<file path="src/design/motor_speed_pd_controller_assert.svh">
// ----------------------------------------------------------------------------
// motor speed pd controller assertion macros
// shared property forms for the controller checks
// ----------------------------------------------------------------------------
`ifndef MOTOR_SPEED_PD_CONTROLLER_ASSERT_SVH
`define MOTOR_SPEED_PD_CONTROLLER_ASSERT_SVH

// condition must hold in the same cycle
`define MSPD_ASSERT_NOW(label, ante, cons, msg) \
  label: assert property (@(posedge clk) disable iff (rst) (ante) |-> (cons)) \
    else $error(msg);

// condition must hold in the following cycle
`define MSPD_ASSERT_NEXT(label, ante, cons, msg) \
  label: assert property (@(posedge clk) disable iff (rst) (ante) |=> (cons)) \
    else $error(msg);

`endif

</file>
<file path="src/design/mspd_pkg.sv">
// ----------------------------------------------------------------------------
// mspd_pkg
// types and fixed constants of the motor speed pd controller
// ----------------------------------------------------------------------------
package mspd_pkg;

  // field widths
  localparam int SPEED_W   = 32;
  localparam int CNT_W     = 32;
  localparam int TGT_W     = 16;
  localparam int GAIN_W    = 10;
  localparam int DUTY_W    = 8;

  // serial divider: dividend width covers the speed scaling and the error numerator
  localparam int DIV_W     = 40;
  localparam int DIV_CNT_W = $clog2(DIV_W);
  localparam int NUM_W     = DIV_W + 2;

  // serial multiplier operand width (speed sums carry one extra bit)
  localparam int MUL_A_W   = SPEED_W + 1;

  // filter coefficients as decimal fractions of COEF_DEN
  localparam int POLE_NUM  = 7285;
  localparam int ZERO_NUM  = 1358;
  localparam int COEF_DEN  = 10000;

  // count delta scaling: times 100 over 17
  localparam int SPEED_MUL = 100;
  localparam int SPEED_DIV = 17;

  localparam int DUTY_MAX  = 255;

  localparam logic [SPEED_W-1:0] SPEED_MAX = 32'h7FFF_FFFF;
  localparam logic [SPEED_W-1:0] SPEED_MIN = 32'h8000_0000;

  // configuration registers
  localparam int CFG_IDX_W = 1;
  localparam logic [GAIN_W-1:0] PROP_GAIN_RST  = 10'd200;
  localparam logic [GAIN_W-1:0] DERIV_GAIN_RST = 10'd200;

  typedef enum logic [CFG_IDX_W-1:0] {
    CFG_PROP_GAIN  = 1'b0,
    CFG_DERIV_GAIN = 1'b1
  } cfg_idx_t;

  typedef struct packed {
    logic signed [CNT_W-1:0] encoder_count;
    logic signed [TGT_W-1:0] target_speed;
  } in_t;

  typedef struct packed {
    logic [DUTY_W-1:0]         forward_duty;
    logic [DUTY_W-1:0]         reverse_duty;
    logic signed [SPEED_W-1:0] filtered_speed;
  } out_t;

  // multiplier pass control
  typedef struct packed {
    logic start;
    logic accum;
  } mul_ctl_t;

  typedef enum logic [4:0] {
    ST_IDLE,
    ST_DELTA,
    ST_SCALE,
    ST_SPD_WAIT,
    ST_RAW,
    ST_POLE_GO,
    ST_POLE_WAIT,
    ST_ZERO_GO,
    ST_ZERO_WAIT,
    ST_ROUND_ABS,
    ST_ROUND,
    ST_NUM,
    ST_ERR_GO,
    ST_ERR_WAIT,
    ST_ERR_SAT,
    ST_PROP_GO,
    ST_PROP_WAIT,
    ST_DERIV_GO,
    ST_DERIV_WAIT,
    ST_PULSE,
    ST_OUT
  } ctl_state_t;

endpackage

</file>
<file path="src/design/mspd_div.sv">
// ----------------------------------------------------------------------------
// mspd_div
// restoring divider, one quotient bit per cycle, narrow remainder path
// ----------------------------------------------------------------------------
module mspd_div (
  input  logic                           clk,
  input  logic                           rst,
  input  logic                           start,
  input  logic [mspd_pkg::DIV_W-1:0]     dividend,
  input  logic [mspd_pkg::TGT_W-1:0]     divisor,
  output logic                           done,
  output logic [mspd_pkg::DIV_W-1:0]     quotient
);
  import mspd_pkg::*;

  logic [DIV_W-1:0]     quo;
  logic [TGT_W-1:0]     rem;
  logic [TGT_W-1:0]     dsr;
  logic [DIV_CNT_W-1:0] cnt;
  logic                 busy;
  logic [TGT_W:0]       trial;
  logic [TGT_W:0]       diff;
  logic                 fits;

  // one trial subtract per cycle
  always_comb begin
    trial = {rem, quo[DIV_W-1]};
    diff  = trial - {1'b0, dsr};
    fits  = (trial >= {1'b0, dsr});
  end

  assign quotient = quo;

  // control
  always_ff @(posedge clk) begin
    if (rst) begin
      busy <= 1'b0;
      done <= 1'b0;
    end else begin
      done <= 1'b0;
      if (start) begin
        busy <= 1'b1;
        cnt  <= DIV_CNT_W'(DIV_W - 1);
      end else if (busy) begin
        if (cnt == '0) begin
          busy <= 1'b0;
          done <= 1'b1;
        end
        cnt <= cnt - 1'b1;
      end
    end
  end

  // dividend shifts out as quotient bits shift in
  always_ff @(posedge clk) begin
    if (start) begin
      quo <= dividend;
      rem <= '0;
      dsr <= divisor;
    end else if (busy) begin
      quo <= {quo[DIV_W-2:0], fits};
      rem <= fits ? diff[TGT_W-1:0] : trial[TGT_W-1:0];
    end
  end

endmodule

</file>
<file path="src/design/mspd_mul.sv">
// ----------------------------------------------------------------------------
// mspd_mul
// shift-add multiplier, one multiplier bit per cycle, with accumulate
// ----------------------------------------------------------------------------
module mspd_mul #(
  parameter int BW = 16
) (
  input  logic                                    clk,
  input  logic                                    rst,
  input  mspd_pkg::mul_ctl_t                      ctl,
  input  logic signed [mspd_pkg::MUL_A_W-1:0]     a,
  input  logic [BW-1:0]                           b,
  output logic                                    done,
  output logic signed [mspd_pkg::MUL_A_W+BW:0]    acc
);
  import mspd_pkg::*;

  localparam int PW = MUL_A_W + BW;
  localparam int CW = (BW > 1) ? $clog2(BW) : 1;

  logic signed [PW-1:0]      prod;
  logic signed [PW-1:0]      prod_next;
  logic signed [PW-1:0]      a_term;
  logic signed [MUL_A_W-1:0] a_reg;
  logic [BW-1:0]             b_reg;
  logic [CW-1:0]             cnt;
  logic                      busy;
  logic                      fin;
  logic                      accum;

  // msb-first horner step
  always_comb begin
    a_term    = b_reg[BW-1] ? PW'(a_reg) : '0;
    prod_next = (prod <<< 1) + a_term;
  end

  // control
  always_ff @(posedge clk) begin
    if (rst) begin
      busy <= 1'b0;
      fin  <= 1'b0;
      done <= 1'b0;
    end else begin
      done <= 1'b0;
      if (ctl.start) begin
        busy <= 1'b1;
        fin  <= 1'b0;
        cnt  <= CW'(BW - 1);
      end else if (busy) begin
        if (cnt == '0) begin
          busy <= 1'b0;
          fin  <= 1'b1;
        end
        cnt <= cnt - 1'b1;
      end else if (fin) begin
        fin  <= 1'b0;
        done <= 1'b1;
      end
    end
  end

  // partial product and accumulator
  always_ff @(posedge clk) begin
    if (ctl.start) begin
      a_reg <= a;
      b_reg <= b;
      prod  <= '0;
      accum <= ctl.accum;
    end else if (busy) begin
      prod  <= prod_next;
      b_reg <= b_reg << 1;
    end else if (fin) begin
      acc <= (accum ? acc : '0) + (PW + 1)'(prod);
    end
  end

endmodule

</file>
<file path="src/design/motor_speed_pd_controller.sv">
// ----------------------------------------------------------------------------
// motor_speed_pd_controller
// Per control tick this block takes the absolute encoder count and the signed
// target speed and returns one result: forward and reverse pwm duty (one of
// them always 0) and the filtered speed in signed fixed point with FRAC_BITS
// fraction bits. The count delta is scaled by 100/17, run through a
// first-order low-pass filter, turned into a relative error against the
// target and fed to a pd law whose gains sit in two configuration registers.
// One request is worked on at a time: each tick runs two passes of the serial
// divider (speed scaling and error division) and four shift-add passes of the
// serial multiplier (two filter products and two gain products). With a zero
// target the error path is skipped. A finished result waits in the output
// register while the next request is already accepted.
// ----------------------------------------------------------------------------
module motor_speed_pd_controller #(
  parameter int FRAC_BITS = 16
) (
  input  logic                             clk,
  input  logic                             rst,
  input  logic                             in_valid,
  output logic                             in_stall,
  input  mspd_pkg::in_t                    in_data,
  output logic                             out_valid,
  input  logic                             out_stall,
  output mspd_pkg::out_t                   out_data,
  input  logic                             cfg_write_en,
  input  logic [mspd_pkg::CFG_IDX_W-1:0]   cfg_index,
  input  logic [mspd_pkg::GAIN_W-1:0]      cfg_data
);
  import mspd_pkg::*;

  localparam int ERR_W   = 8 + FRAC_BITS;
  localparam int MUL_B_W = (FRAC_BITS > GAIN_W) ? FRAC_BITS : GAIN_W;
  localparam int ACC_W   = MUL_A_W + MUL_B_W + 1;

  localparam logic [63:0] POLE_FULL =
    ((64'(POLE_NUM) << FRAC_BITS) + 64'(COEF_DEN / 2)) / 64'(COEF_DEN);
  localparam logic [63:0] ZERO_FULL =
    ((64'(ZERO_NUM) << FRAC_BITS) + 64'(COEF_DEN / 2)) / 64'(COEF_DEN);
  localparam logic [MUL_B_W-1:0] COEF_POLE = POLE_FULL[MUL_B_W-1:0];
  localparam logic [MUL_B_W-1:0] COEF_ZERO = ZERO_FULL[MUL_B_W-1:0];

  localparam logic [CNT_W:0]   DELTA_LIM  = (CNT_W + 1)'(1) << (SPEED_W - FRAC_BITS);
  localparam logic [ACC_W-1:0] ROUND_HALF = ACC_W'(1) << (FRAC_BITS - 1);

  localparam logic [DIV_W-1:0] ERR_POS_LIM = DIV_W'((64'd1 << (ERR_W - 1)) - 64'd1);
  localparam logic [DIV_W-1:0] ERR_NEG_LIM = DIV_W'(64'd1 << (ERR_W - 1));
  localparam logic [ERR_W-1:0] ERR_MAX     = ERR_POS_LIM[ERR_W-1:0];
  localparam logic [ERR_W-1:0] ERR_MIN     = ERR_NEG_LIM[ERR_W-1:0];

  ctl_state_t state;
  ctl_state_t state_next;

  // configuration and loop state
  logic [GAIN_W-1:0]         prop_gain;
  logic [GAIN_W-1:0]         deriv_gain;
  logic signed [CNT_W-1:0]   last_count;
  logic signed [SPEED_W-1:0] last_raw;
  logic signed [SPEED_W-1:0] last_y;
  logic signed [ERR_W-1:0]   last_err;

  // working registers of one request
  in_t                       item;
  logic [CNT_W:0]            dmag;
  logic                      raw_neg;
  logic signed [SPEED_W-1:0] raw;
  logic [ACC_W-1:0]          r_abs;
  logic                      r_neg;
  logic signed [SPEED_W-1:0] y;
  logic signed [NUM_W-1:0]   num;
  logic                      e_neg;
  logic signed [ERR_W-1:0]   err;
  logic [DUTY_W-1:0]         duty;

  // unit hookup
  logic                       div_start;
  logic [DIV_W-1:0]           div_dividend;
  logic [TGT_W-1:0]           div_divisor;
  logic                       div_done;
  logic [DIV_W-1:0]           div_quo;
  mul_ctl_t                   mul_ctl;
  logic signed [MUL_A_W-1:0]  mul_a;
  logic [MUL_B_W-1:0]         mul_b;
  logic                       mul_done;
  logic signed [ACC_W-1:0]    mul_acc;

  logic in_accept;
  logic out_load;

  // combinational datapath terms
  logic signed [CNT_W:0]     delta;
  logic [CNT_W:0]            delta_neg;
  logic [CNT_W:0]            delta_mag;
  logic [CNT_W:0]            m_clamp;
  logic [DIV_W-1:0]          spd_dividend;
  logic [DIV_W-1:0]          q_neg;
  logic signed [SPEED_W-1:0] raw_sat;
  logic [ACC_W-1:0]          acc_neg;
  logic [ACC_W-1:0]          r_sum;
  logic [ACC_W-1:0]          r_mag;
  logic [ACC_W-1:0]          r_mag_neg;
  logic signed [SPEED_W-1:0] y_sat;
  logic [TGT_W-1:0]          t_abs;
  logic signed [NUM_W-1:0]   num_calc;
  logic [NUM_W-1:0]          num_abs;
  logic signed [ERR_W-1:0]   err_sat;
  logic signed [ERR_W:0]     e_diff;
  logic                      p_pos;
  logic [ACC_W-1:0]          p_int;
  logic [DUTY_W-1:0]         duty_calc;

  mspd_div u_div (
    .clk      (clk),
    .rst      (rst),
    .start    (div_start),
    .dividend (div_dividend),
    .divisor  (div_divisor),
    .done     (div_done),
    .quotient (div_quo)
  );

  mspd_mul #(
    .BW (MUL_B_W)
  ) u_mul (
    .clk  (clk),
    .rst  (rst),
    .ctl  (mul_ctl),
    .a    (mul_a),
    .b    (mul_b),
    .done (mul_done),
    .acc  (mul_acc)
  );

  // arithmetic between the serial passes
  always_comb begin
    // count delta, magnitude clamp, scale by 100 before the divide by 17
    delta        = {item.encoder_count[CNT_W-1], item.encoder_count}
                 - {last_count[CNT_W-1], last_count};
    delta_neg    = -delta;
    delta_mag    = delta[CNT_W] ? delta_neg : delta;
    m_clamp      = (dmag > DELTA_LIM) ? DELTA_LIM : dmag;
    spd_dividend = (DIV_W'(m_clamp) * DIV_W'(SPEED_MUL)) << FRAC_BITS;

    // raw speed saturation
    q_neg = -div_quo;
    if (raw_neg) begin
      raw_sat = (div_quo > DIV_W'(SPEED_MIN)) ? SPEED_MIN : q_neg[SPEED_W-1:0];
    end else begin
      raw_sat = (div_quo > DIV_W'(SPEED_MAX)) ? SPEED_MAX : div_quo[SPEED_W-1:0];
    end

    // filter rounding, ties away from zero
    acc_neg   = -mul_acc;
    r_sum     = r_abs + ROUND_HALF;
    r_mag     = r_sum >> FRAC_BITS;
    r_mag_neg = -r_mag;
    if (r_neg) begin
      y_sat = (r_mag > ACC_W'(SPEED_MIN)) ? SPEED_MIN : r_mag_neg[SPEED_W-1:0];
    end else begin
      y_sat = (r_mag > ACC_W'(SPEED_MAX)) ? SPEED_MAX : r_mag[SPEED_W-1:0];
    end

    // error numerator |target| * 2^f - y
    t_abs    = item.target_speed[TGT_W-1] ? TGT_W'(-item.target_speed)
                                          : item.target_speed;
    num_calc = NUM_W'(DIV_W'(t_abs) << FRAC_BITS) - NUM_W'(y);
    num_abs  = num[NUM_W-1] ? NUM_W'(-num) : num;

    // error saturation
    if (e_neg) begin
      err_sat = (div_quo > ERR_NEG_LIM) ? ERR_MIN : q_neg[ERR_W-1:0];
    end else begin
      err_sat = (div_quo > ERR_POS_LIM) ? ERR_MAX : div_quo[ERR_W-1:0];
    end
    e_diff = (ERR_W + 1)'(err) - (ERR_W + 1)'(last_err);

    // pulse truncation and clamp
    p_pos     = !mul_acc[ACC_W-1] && (mul_acc != '0);
    p_int     = mul_acc >> FRAC_BITS;
    duty_calc = '0;
    if (p_pos) begin
      duty_calc = (p_int > ACC_W'(DUTY_MAX)) ? DUTY_W'(DUTY_MAX) : p_int[DUTY_W-1:0];
    end
  end

  // next state
  always_comb begin
    state_next = state;
    unique case (state)
      ST_IDLE:       if (in_valid) state_next = ST_DELTA;
      ST_DELTA:      state_next = ST_SCALE;
      ST_SCALE:      state_next = ST_SPD_WAIT;
      ST_SPD_WAIT:   if (div_done) state_next = ST_RAW;
      ST_RAW:        state_next = ST_POLE_GO;
      ST_POLE_GO:    state_next = ST_POLE_WAIT;
      ST_POLE_WAIT:  if (mul_done) state_next = ST_ZERO_GO;
      ST_ZERO_GO:    state_next = ST_ZERO_WAIT;
      ST_ZERO_WAIT:  if (mul_done) state_next = ST_ROUND_ABS;
      ST_ROUND_ABS:  state_next = ST_ROUND;
      ST_ROUND: begin
        state_next = (item.target_speed == '0) ? ST_OUT : ST_NUM;
      end
      ST_NUM:        state_next = ST_ERR_GO;
      ST_ERR_GO:     state_next = ST_ERR_WAIT;
      ST_ERR_WAIT:   if (div_done) state_next = ST_ERR_SAT;
      ST_ERR_SAT:    state_next = ST_PROP_GO;
      ST_PROP_GO:    state_next = ST_PROP_WAIT;
      ST_PROP_WAIT:  if (mul_done) state_next = ST_DERIV_GO;
      ST_DERIV_GO:   state_next = ST_DERIV_WAIT;
      ST_DERIV_WAIT: if (mul_done) state_next = ST_PULSE;
      ST_PULSE:      state_next = ST_OUT;
      ST_OUT:        if (!out_valid || !out_stall) state_next = ST_IDLE;
      default:       state_next = ST_IDLE;
    endcase
  end

  // sequencer outputs
  always_comb begin
    in_stall     = (state != ST_IDLE);
    out_load     = (state == ST_OUT) && (!out_valid || !out_stall);
    div_start    = 1'b0;
    div_dividend = '0;
    div_divisor  = '0;
    mul_ctl      = '0;
    mul_a        = '0;
    mul_b        = '0;
    unique case (state)
      ST_SCALE: begin
        div_start    = 1'b1;
        div_dividend = spd_dividend;
        div_divisor  = TGT_W'(SPEED_DIV);
      end
      ST_ERR_GO: begin
        div_start    = 1'b1;
        div_dividend = num_abs[DIV_W-1:0];
        div_divisor  = t_abs;
      end
      ST_POLE_GO: begin
        mul_ctl.start = 1'b1;
        mul_a         = MUL_A_W'(last_y);
        mul_b         = COEF_POLE;
      end
      ST_ZERO_GO: begin
        mul_ctl.start = 1'b1;
        mul_ctl.accum = 1'b1;
        mul_a         = MUL_A_W'(raw) + MUL_A_W'(last_raw);
        mul_b         = COEF_ZERO;
      end
      ST_PROP_GO: begin
        mul_ctl.start = 1'b1;
        mul_a         = MUL_A_W'(err);
        mul_b         = MUL_B_W'(prop_gain);
      end
      ST_DERIV_GO: begin
        mul_ctl.start = 1'b1;
        mul_ctl.accum = 1'b1;
        mul_a         = MUL_A_W'(e_diff);
        mul_b         = MUL_B_W'(deriv_gain);
      end
      default: ;
    endcase
  end

  assign in_accept = in_valid && !in_stall;

  // state, configuration, loop memory and output handshake
  always_ff @(posedge clk) begin
    if (rst) begin
      state      <= ST_IDLE;
      prop_gain  <= PROP_GAIN_RST;
      deriv_gain <= DERIV_GAIN_RST;
      last_count <= '0;
      last_raw   <= '0;
      last_y     <= '0;
      last_err   <= '0;
      out_valid  <= 1'b0;
    end else begin
      state <= state_next;
      if (cfg_write_en) begin
        unique case (cfg_idx_t'(cfg_index))
          CFG_PROP_GAIN:  prop_gain  <= cfg_data;
          CFG_DERIV_GAIN: deriv_gain <= cfg_data;
        endcase
      end
      if (out_load) begin
        last_count <= item.encoder_count;
        last_raw   <= raw;
        last_y     <= y;
        last_err   <= err;
        out_valid  <= 1'b1;
      end else if (!out_stall) begin
        out_valid <= 1'b0;
      end
    end
  end

  // working registers
  always_ff @(posedge clk) begin
    if (in_accept) item <= in_data;
    case (state)
      ST_DELTA: begin
        dmag    <= delta_mag;
        raw_neg <= delta[CNT_W] ^ item.target_speed[TGT_W-1];
      end
      ST_RAW: raw <= raw_sat;
      ST_ROUND_ABS: begin
        r_abs <= mul_acc[ACC_W-1] ? acc_neg : mul_acc;
        r_neg <= mul_acc[ACC_W-1];
      end
      ST_ROUND: begin
        y    <= y_sat;
        err  <= '0;
        duty <= '0;
      end
      ST_NUM:     num   <= num_calc;
      ST_ERR_GO:  e_neg <= num[NUM_W-1];
      ST_ERR_SAT: err   <= err_sat;
      ST_PULSE:   duty  <= duty_calc;
      default: ;
    endcase
  end

  // result register
  always_ff @(posedge clk) begin
    if (out_load) begin
      out_data.forward_duty   <= item.target_speed[TGT_W-1] ? '0 : duty;
      out_data.reverse_duty   <= item.target_speed[TGT_W-1] ? duty : '0;
      out_data.filtered_speed <= y;
    end
  end

  // checks
  `include "motor_speed_pd_controller_assert.svh"

  `MSPD_ASSERT_NOW(a_one_side_drive, out_valid, (out_data.forward_duty == '0) || (out_data.reverse_duty == '0), "both drive channels active")
  `MSPD_ASSERT_NOW(a_div_done_seq, div_done, (state == ST_SPD_WAIT) || (state == ST_ERR_WAIT), "divider finished outside a divide wait")
  `MSPD_ASSERT_NOW(a_mul_done_seq, mul_done, (state == ST_POLE_WAIT) || (state == ST_ZERO_WAIT) || (state == ST_PROP_WAIT) || (state == ST_DERIV_WAIT), "multiplier finished outside a multiply wait")
  `MSPD_ASSERT_NEXT(a_filter_commit, out_load, out_valid && (last_y == out_data.filtered_speed), "filter state and result disagree")

endmodule
</file>
<file path="config.mk">
export PLATFORM = sky130hd
export DESIGN_NAME = motor_speed_pd_controller
export DESIGN_NICKNAME = d
export VERILOG_FILES = /design/src/design/mspd_pkg.sv /design/src/design/mspd_div.sv /design/src/design/mspd_mul.sv /design/src/design/motor_speed_pd_controller.sv
export VERILOG_INCLUDE_DIRS = /design/src /design/src/design
export SDC_FILE = /design/constraint.sdc
export NUM_CORES = 2
export LEC_CHECK = 0
export BUFFER_PORTS_ARGS = -buffer_cell sky130_fd_sc_hd__buf_4
export CELL_PAD_IN_SITES_DETAIL_PLACEMENT = 1
export CELL_PAD_IN_SITES_GLOBAL_PLACEMENT = 2
export CORE_ASPECT_RATIO = 1.75
export CORE_UTILIZATION = 41
export CTS_BUF_LIST = sky130_fd_sc_hd__clkbuf_4 sky130_fd_sc_hd__clkbuf_8 sky130_fd_sc_hd__clkbuf_16
export CTS_CLUSTER_SIZE = 40
export DETAILED_ROUTE_END_ITERATION = 6
export PLACE_DENSITY = 0.9
export SLEW_MARGIN = 0
export SYNTH_ARGS = -nofsm -noshare
export SYNTH_HDL_FRONTEND = slang
export SYNTH_SLANG_ARGS = --single-unit
</file>
<file path="constraint.sdc">
create_clock -name clk -period 5.94 [get_ports clk]
set_input_delay 0.594 -clock clk [delete_from_list [all_inputs] [get_ports clk]]
set_output_delay 0.594 -clock clk [all_outputs]
set_load 0.02 [all_outputs]
</file>
Word-level counts from Yosys, hierarchy flattened
Index checks and enable logic that the tools add are counted.

word-level totals
  register bits = 694
  bits of input ports = 64
  output and inout bits = 50
  logic and storage cells = 185

operators by class
  add/sub/neg operators = 16
  multipliers = 1
  $lt $le $gt $ge = 9
  equal/unequal tests = 29
  muxes and demuxes = 54
  bitwise logic cells = 6
  reductions and logical operators = 30

operators by type and width
  kind                    count
  $mux 32                 7
  $pmux 33 s4             1
  $mux 40                 3
  $pmux 5 s21             1
  $mux 49                 2
  $pmux 40 s2             1
  $mux 24                 3
  $mux 16                 4
  $neg 32->32             2
  $pmux 16 s4             1
  $add 50x16->50 const B  1
  $add 50x50->50          1
  $mux 50                 1
  $neg 50->50             1
  $reduce_bool 50->1      1
  $add 49x49->49          1
  $pmux 24 s2             1
  $mux 5                  9
  $eq 5x4->1 const B      8
  $gt 40x23->1 const B    1
  $gt 40x24->1 const B    1
  $gt 40x31->1 const B    1
  $gt 40x32->1 const B    1
  $neg 34->40             1
  other kinds (45)        91

Longest topological paths before layout
  word-level depth = 5
  depth in mapped cells = 22
  gate-level depth less buffers = 21

By module
Synthesis repeated with hierarchy kept, for this count alone.

second synthesis, totals
  cell total of the unflattened synthesis = 4752
  area total of the unflattened synthesis = 44129.8 um^2

modules (own cells, without submodules)
  module                     times used  cells each  area each (um^2)  sequential area each (um^2)
  motor_speed_pd_controller  1           3183        28773.8           11841.4
  mspd_mul                   1           1222        11227.0           4164.0
  mspd_div                   1           347         4129.0            2222.1

Worst setup path after synthesis
Ideal clock, no wire load.

  path type = register to register
  start point = reg dmag[0]
  end point = reg u_div.quo[38] (netlist: u_div.quotient[38]), data pin
  arrival time = 4.504 ns
  slack = 1.175 ns
  stages on the path, launching flop included = 23
  clock period less this slack = 4.765 ns
  cells stage by stage = edfxtp_1 > nor4_1 > nand4_1 > a21oi_1 > clkbuf_1 > nand2_1 > inv_1 > ha_1 > ha_1 > inv_1 > fa_1 > inv_1 > ha_1 > a21o_1 > a21oi_1 > o21ai_0 > a21o_1 > a21oi_1 > o21ai_0 > a211oi_1 > nor2_1 > mux2i_1 > nand3_1

on the way
  longest elaborated chain between the ends = 5

RTL lines
  item                    RTL line                          text
  from (decl)             motor_speed_pd_controller.sv:64   logic [CNT_W:0] dmag;
  from (signal assigned)  motor_speed_pd_controller.sv:302  dmag <= delta_mag;
  $gt 33x17->1            motor_speed_pd_controller.sv:141  m_clamp = (dmag > DELTA_LIM) ? DELTA_LIM : dmag;
  $mux 33 (*)             motor_speed_pd_controller.sv:141
  $mul 33x5->22 (*)       motor_speed_pd_controller.sv:142  spd_dividend = (DIV_W'(m_clamp) * DIV_W'(SPEED_MUL)) << FRAC_BITS;
  $pmux 40 s2 (*)         motor_speed_pd_controller.sv:227  unique case (state)
  $mux 40 (*)             mspd_div.sv:56                    if (start) begin
  to (signal assigned)    mspd_div.sv:57                    quo <= dividend;
  to (signal assigned)    mspd_div.sv:61                    quo <= {quo[DIV_W-2:0], fits};
  to (decl)               mspd_div.sv:16                    logic [DIV_W-1:0] quo;

Every way passes the cells marked *; elsewhere a longest branch is shown, timed or not.
A chain may end at the register's enable or synchronous reset.

Final worst setup path
  start point = reg dmag[32]
  end point = reg u_div.quo[39] (netlist: u_div.quotient[39]), data pin

on the way
  longest elaborated chain between the ends = 5

RTL lines
  item           RTL line
  $gt 33x17->1   motor_speed_pd_controller.sv:141
  $mux 33        motor_speed_pd_controller.sv:141
  $mul 33x5->22  motor_speed_pd_controller.sv:142
  $pmux 40 s2    motor_speed_pd_controller.sv:227
  $mux 40        mspd_div.sv:56

No other way between the ends.

==> results.toml <==
[finish]
stdcell_count = 6126
largestRegisters = "u_mul.acc (50), u_mul.prod (49)"
nNetsFinal = 5086
multi_input_area_um2 = 23400
largest_reg_flops = 50
fin_util_pct = 45.8
area_growth_pct = 10.7
regMostFlops = "u_mul.acc"
post_route_cells_drive_above_1_share_pct = 7.54
n_antenna_cell = 0
fillCellCount = 11900
regArea_um2 = 18200

[power]
power_density_nw_per_um2 = 318
p_seq_share_pct = 40.1
power.switching_mw = 5.14
sw_frac_of_total_pct = 33.7
p_int_mw = 10.1
power_leakage_nw = 18.4
power_frac_comb_pct = 29.3
clkPwrFrac_pct = 30.6
ir_drop_mv = 0.284

[clock_network]
ctsRootBufferMaster = "clkbuf_16"
cts_hold_buf = 0
cts_tree = "built"
htree_levels = 3
cts_resized = 0
clkLatencyLatePin_ns = 0.68
cts_buffers = 71
clock_sinks = 679
clk_pin_slew_ns = 0.07
clock_path_buffers = 3
cts_setup_buffers = 0

[critical_path]
required_ns = 6.38
path_class = "reg2reg"
crit_fanout = 9
cpPeakStageDelay_ns = 0.53
cp-end-kind = "register"
path_cells = "nor4_1, nand4_1, a21oi_1, buf_4, and2_1, ha_1, ha_1, inv_1, fa_1, inv_1, ha_1, a21oi_1, o21ai_0, a21oi_1, o21ai_0, a211oi_1, o41ai_1, xnor2_1, a22o_1"
startpoint_type = "register"
slowest_stage = "fa_1"
arrival_ns = 5.83
crit_family = "compound AO/OA/AOI/OAI gates"
path_buf_inv = 3

[sta]
worst_pin_slew_ns = 1.25
setup_tns_ns = 0
finalCriticalPeriod_ns = 5.38
fin_skew_ns = 0.0292
fmax_mhz = 186
max_slew_margin_pct = 16.9
fin_crit_sh_pct = 90.6
setup_viol_count_final = 0
rsz0062_at_grt = "no"
drv_slew = 0
hold_violations = 0

[routing]
vias = 35800
routed_wl_um = 136000
final_antenna_net_count = 0
first_iter_violations = 1990
drtPass1Iterations = 7
drc = 12
wire_per_inst_um = 22.1
viasPerCell = 5.85

[placement]
gp_congestion = 0.888
place_inst = 5997
io_buffers = 113
dp_hpwl_um = 102000

[die]
fp-row-count = 157
die_y_um = 432
ioPinCount = 114
core-area_um2 = 105000
die-area_um2 = 107000
die_w_um = 248
initial_core_util_pct = 41.3

[outcome]
status = "complete, but fails checks"
failed_checks = "DRC"

[grt]
grt_pass1_wl_um = 210000
grt_start_max_net_pins = 103
globalRouteOverflowTotal = 0
antenna_found_initial = 4
grt_pass1_vias = 37200
grt_util_all_layers_pct = 25.4

[yosys]
synth_area_leaders = "edfxtp_1, dfxtp_1, ha_1"
synth_mux_area_share_pct = 1.45
synth_top_family_by_area = "compound AO/OA/AOI/OAI gates"
synth_commonest_cells = "nand2_1, edfxtp_1, a21oi_1, o21ai_0, ha_1"
synthCells = 4671
ys_async_sr_fraction_pct = 0
synth_edf_count = 463
synth_xor_area_share_pct = 7.37
synth_compound_area_share_pct = 18.9
yosys.area.top_type = "edfxtp_1"
yosysSeqAreaShare_pct = 42.1
synth_cell_type_count = 86
synth.most_common_cell = "nand2_1"
yosys.area_share.simple_pct = 17.1
synth_area_um2 = 43300
synth_seq_cells = 679
synth_top_cell_area_share_pct = 32.1
post_synth.cell_area_avg_um2 = 9.26
yosysWarnings = 0
yosys_most_used_dff = "edfxtp_1"
synth-adder-area-share_pct = 9.14

[min_path]
hp-class = "in2reg"

[flow_run]
cap_viol_max_count = 0
## per-stage QoR
stage	area (µm²)	total power, mW	hold WS (ns)	worst slack (ns)
floorplan	43300	9.40	0.433	1.17
global placement	45500	10.5	0.440	0.696
detailed placement	45500	10.7	0.446	0.486
CTS	47900	15.4	0.0552	0.471
global route	47900	16.0	0.0805	0.0915
finish	47900	15.3	0.0889	0.556
## path summary, 6_finish.rpt
path | start | end | slack, ns | cells after the start
hold / removal | in_data[11] | item[11]$_DFFE_PP_ | 0.09 | 1
setup / recovery | dmag[32]$_SDFFCE_PP0P_ | u_div.quotient[39]$_DFFE_PN_ | 0.56 | 19
setup reg to reg | dmag[32]$_SDFFCE_PP0P_ | u_div.quotient[39]$_DFFE_PN_ | 0.56 | 19
hold reg to reg | last_count[27]$_SDFFE_PP0P_ | last_count[27]$_SDFFE_PP0P_ | 0.45 | 2
## worst reg2reg max path, cell delays in order, from the launching register on
cell,delay [ns]
edfxtp_1,0.37
nor4_1,0.35
nand4_1,0.24
a21oi_1,0.46
buf_4,0.25
and2_1,0.21
ha_1,0.26
ha_1,0.29
inv_1,0.06
fa_1,0.53
inv_1,0.05
ha_1,0.33
a21oi_1,0.13
o21ai_0,0.18
a21oi_1,0.12
o21ai_0,0.44
a211oi_1,0.15
o41ai_1,0.43
xnor2_1,0.13
a22o_1,0.18
## cell families after synthesis
| logic type | after synthesis |
|---|---|
| adder cells (fa/ha/maj) | 303 |
| XOR/XNOR | 364 |
| buffers and inverters | 455 |
| multiplexers | 62 |
| flip-flops | 679 |
| other | 2 |
| AND/OR/NAND/NOR | 1516 |
| AO/OA/AOI/OAI | 1290 |
## layout make-up
class,instances,area share (%)
tap,1351,3.53
clock buffer,91,4.10
timing repair buffer,162,2.56
inverter,265,2.09
sequential,679,38.0
clock inverter,38,0.825
multi-input combinational,3540,48.8
## metal layers
metal | part of all wire (%) | GRT usage [%]
met1 | 39 | 28.4
met2 | 52 | 46.3
met3 | 3.2 | 2.85
met4 | 5.4 | 13.7
met5 | 0.0088 | 0
## placed cells by master (no fill, tap or decap), types with 80 or more instances in the layout
cell type / count
xor2_1: 137
nor2_1: 268
o21ai_0: 309
ha_1: 281
inv_1: 262
a21oi_1: 403
nor3_1: 80
nand2_1: 569
and2_1: 143
nand3_1: 82
dfxtp_1: 215
xnor2_1: 227
edfxtp_1: 463
a21o_1: 139
buf_4: 161
## power groups by stage
stage | sequential [mW] | clock (mW) | combinational (mW)
3_3_place_gp | 6.20 | 0 | 4.31
3_5_place_dp | 6.22 | 0 | 4.44
2_1_floorplan | 6.01 | 0 | 3.39
6_report | 6.12 | 4.67 | 4.47
4_1_cts | 6.12 | 4.77 | 4.48
5_1_grt | 6.16 | 4.91 | 4.96
Note: power is estimated with default switching activity, not from simulation.
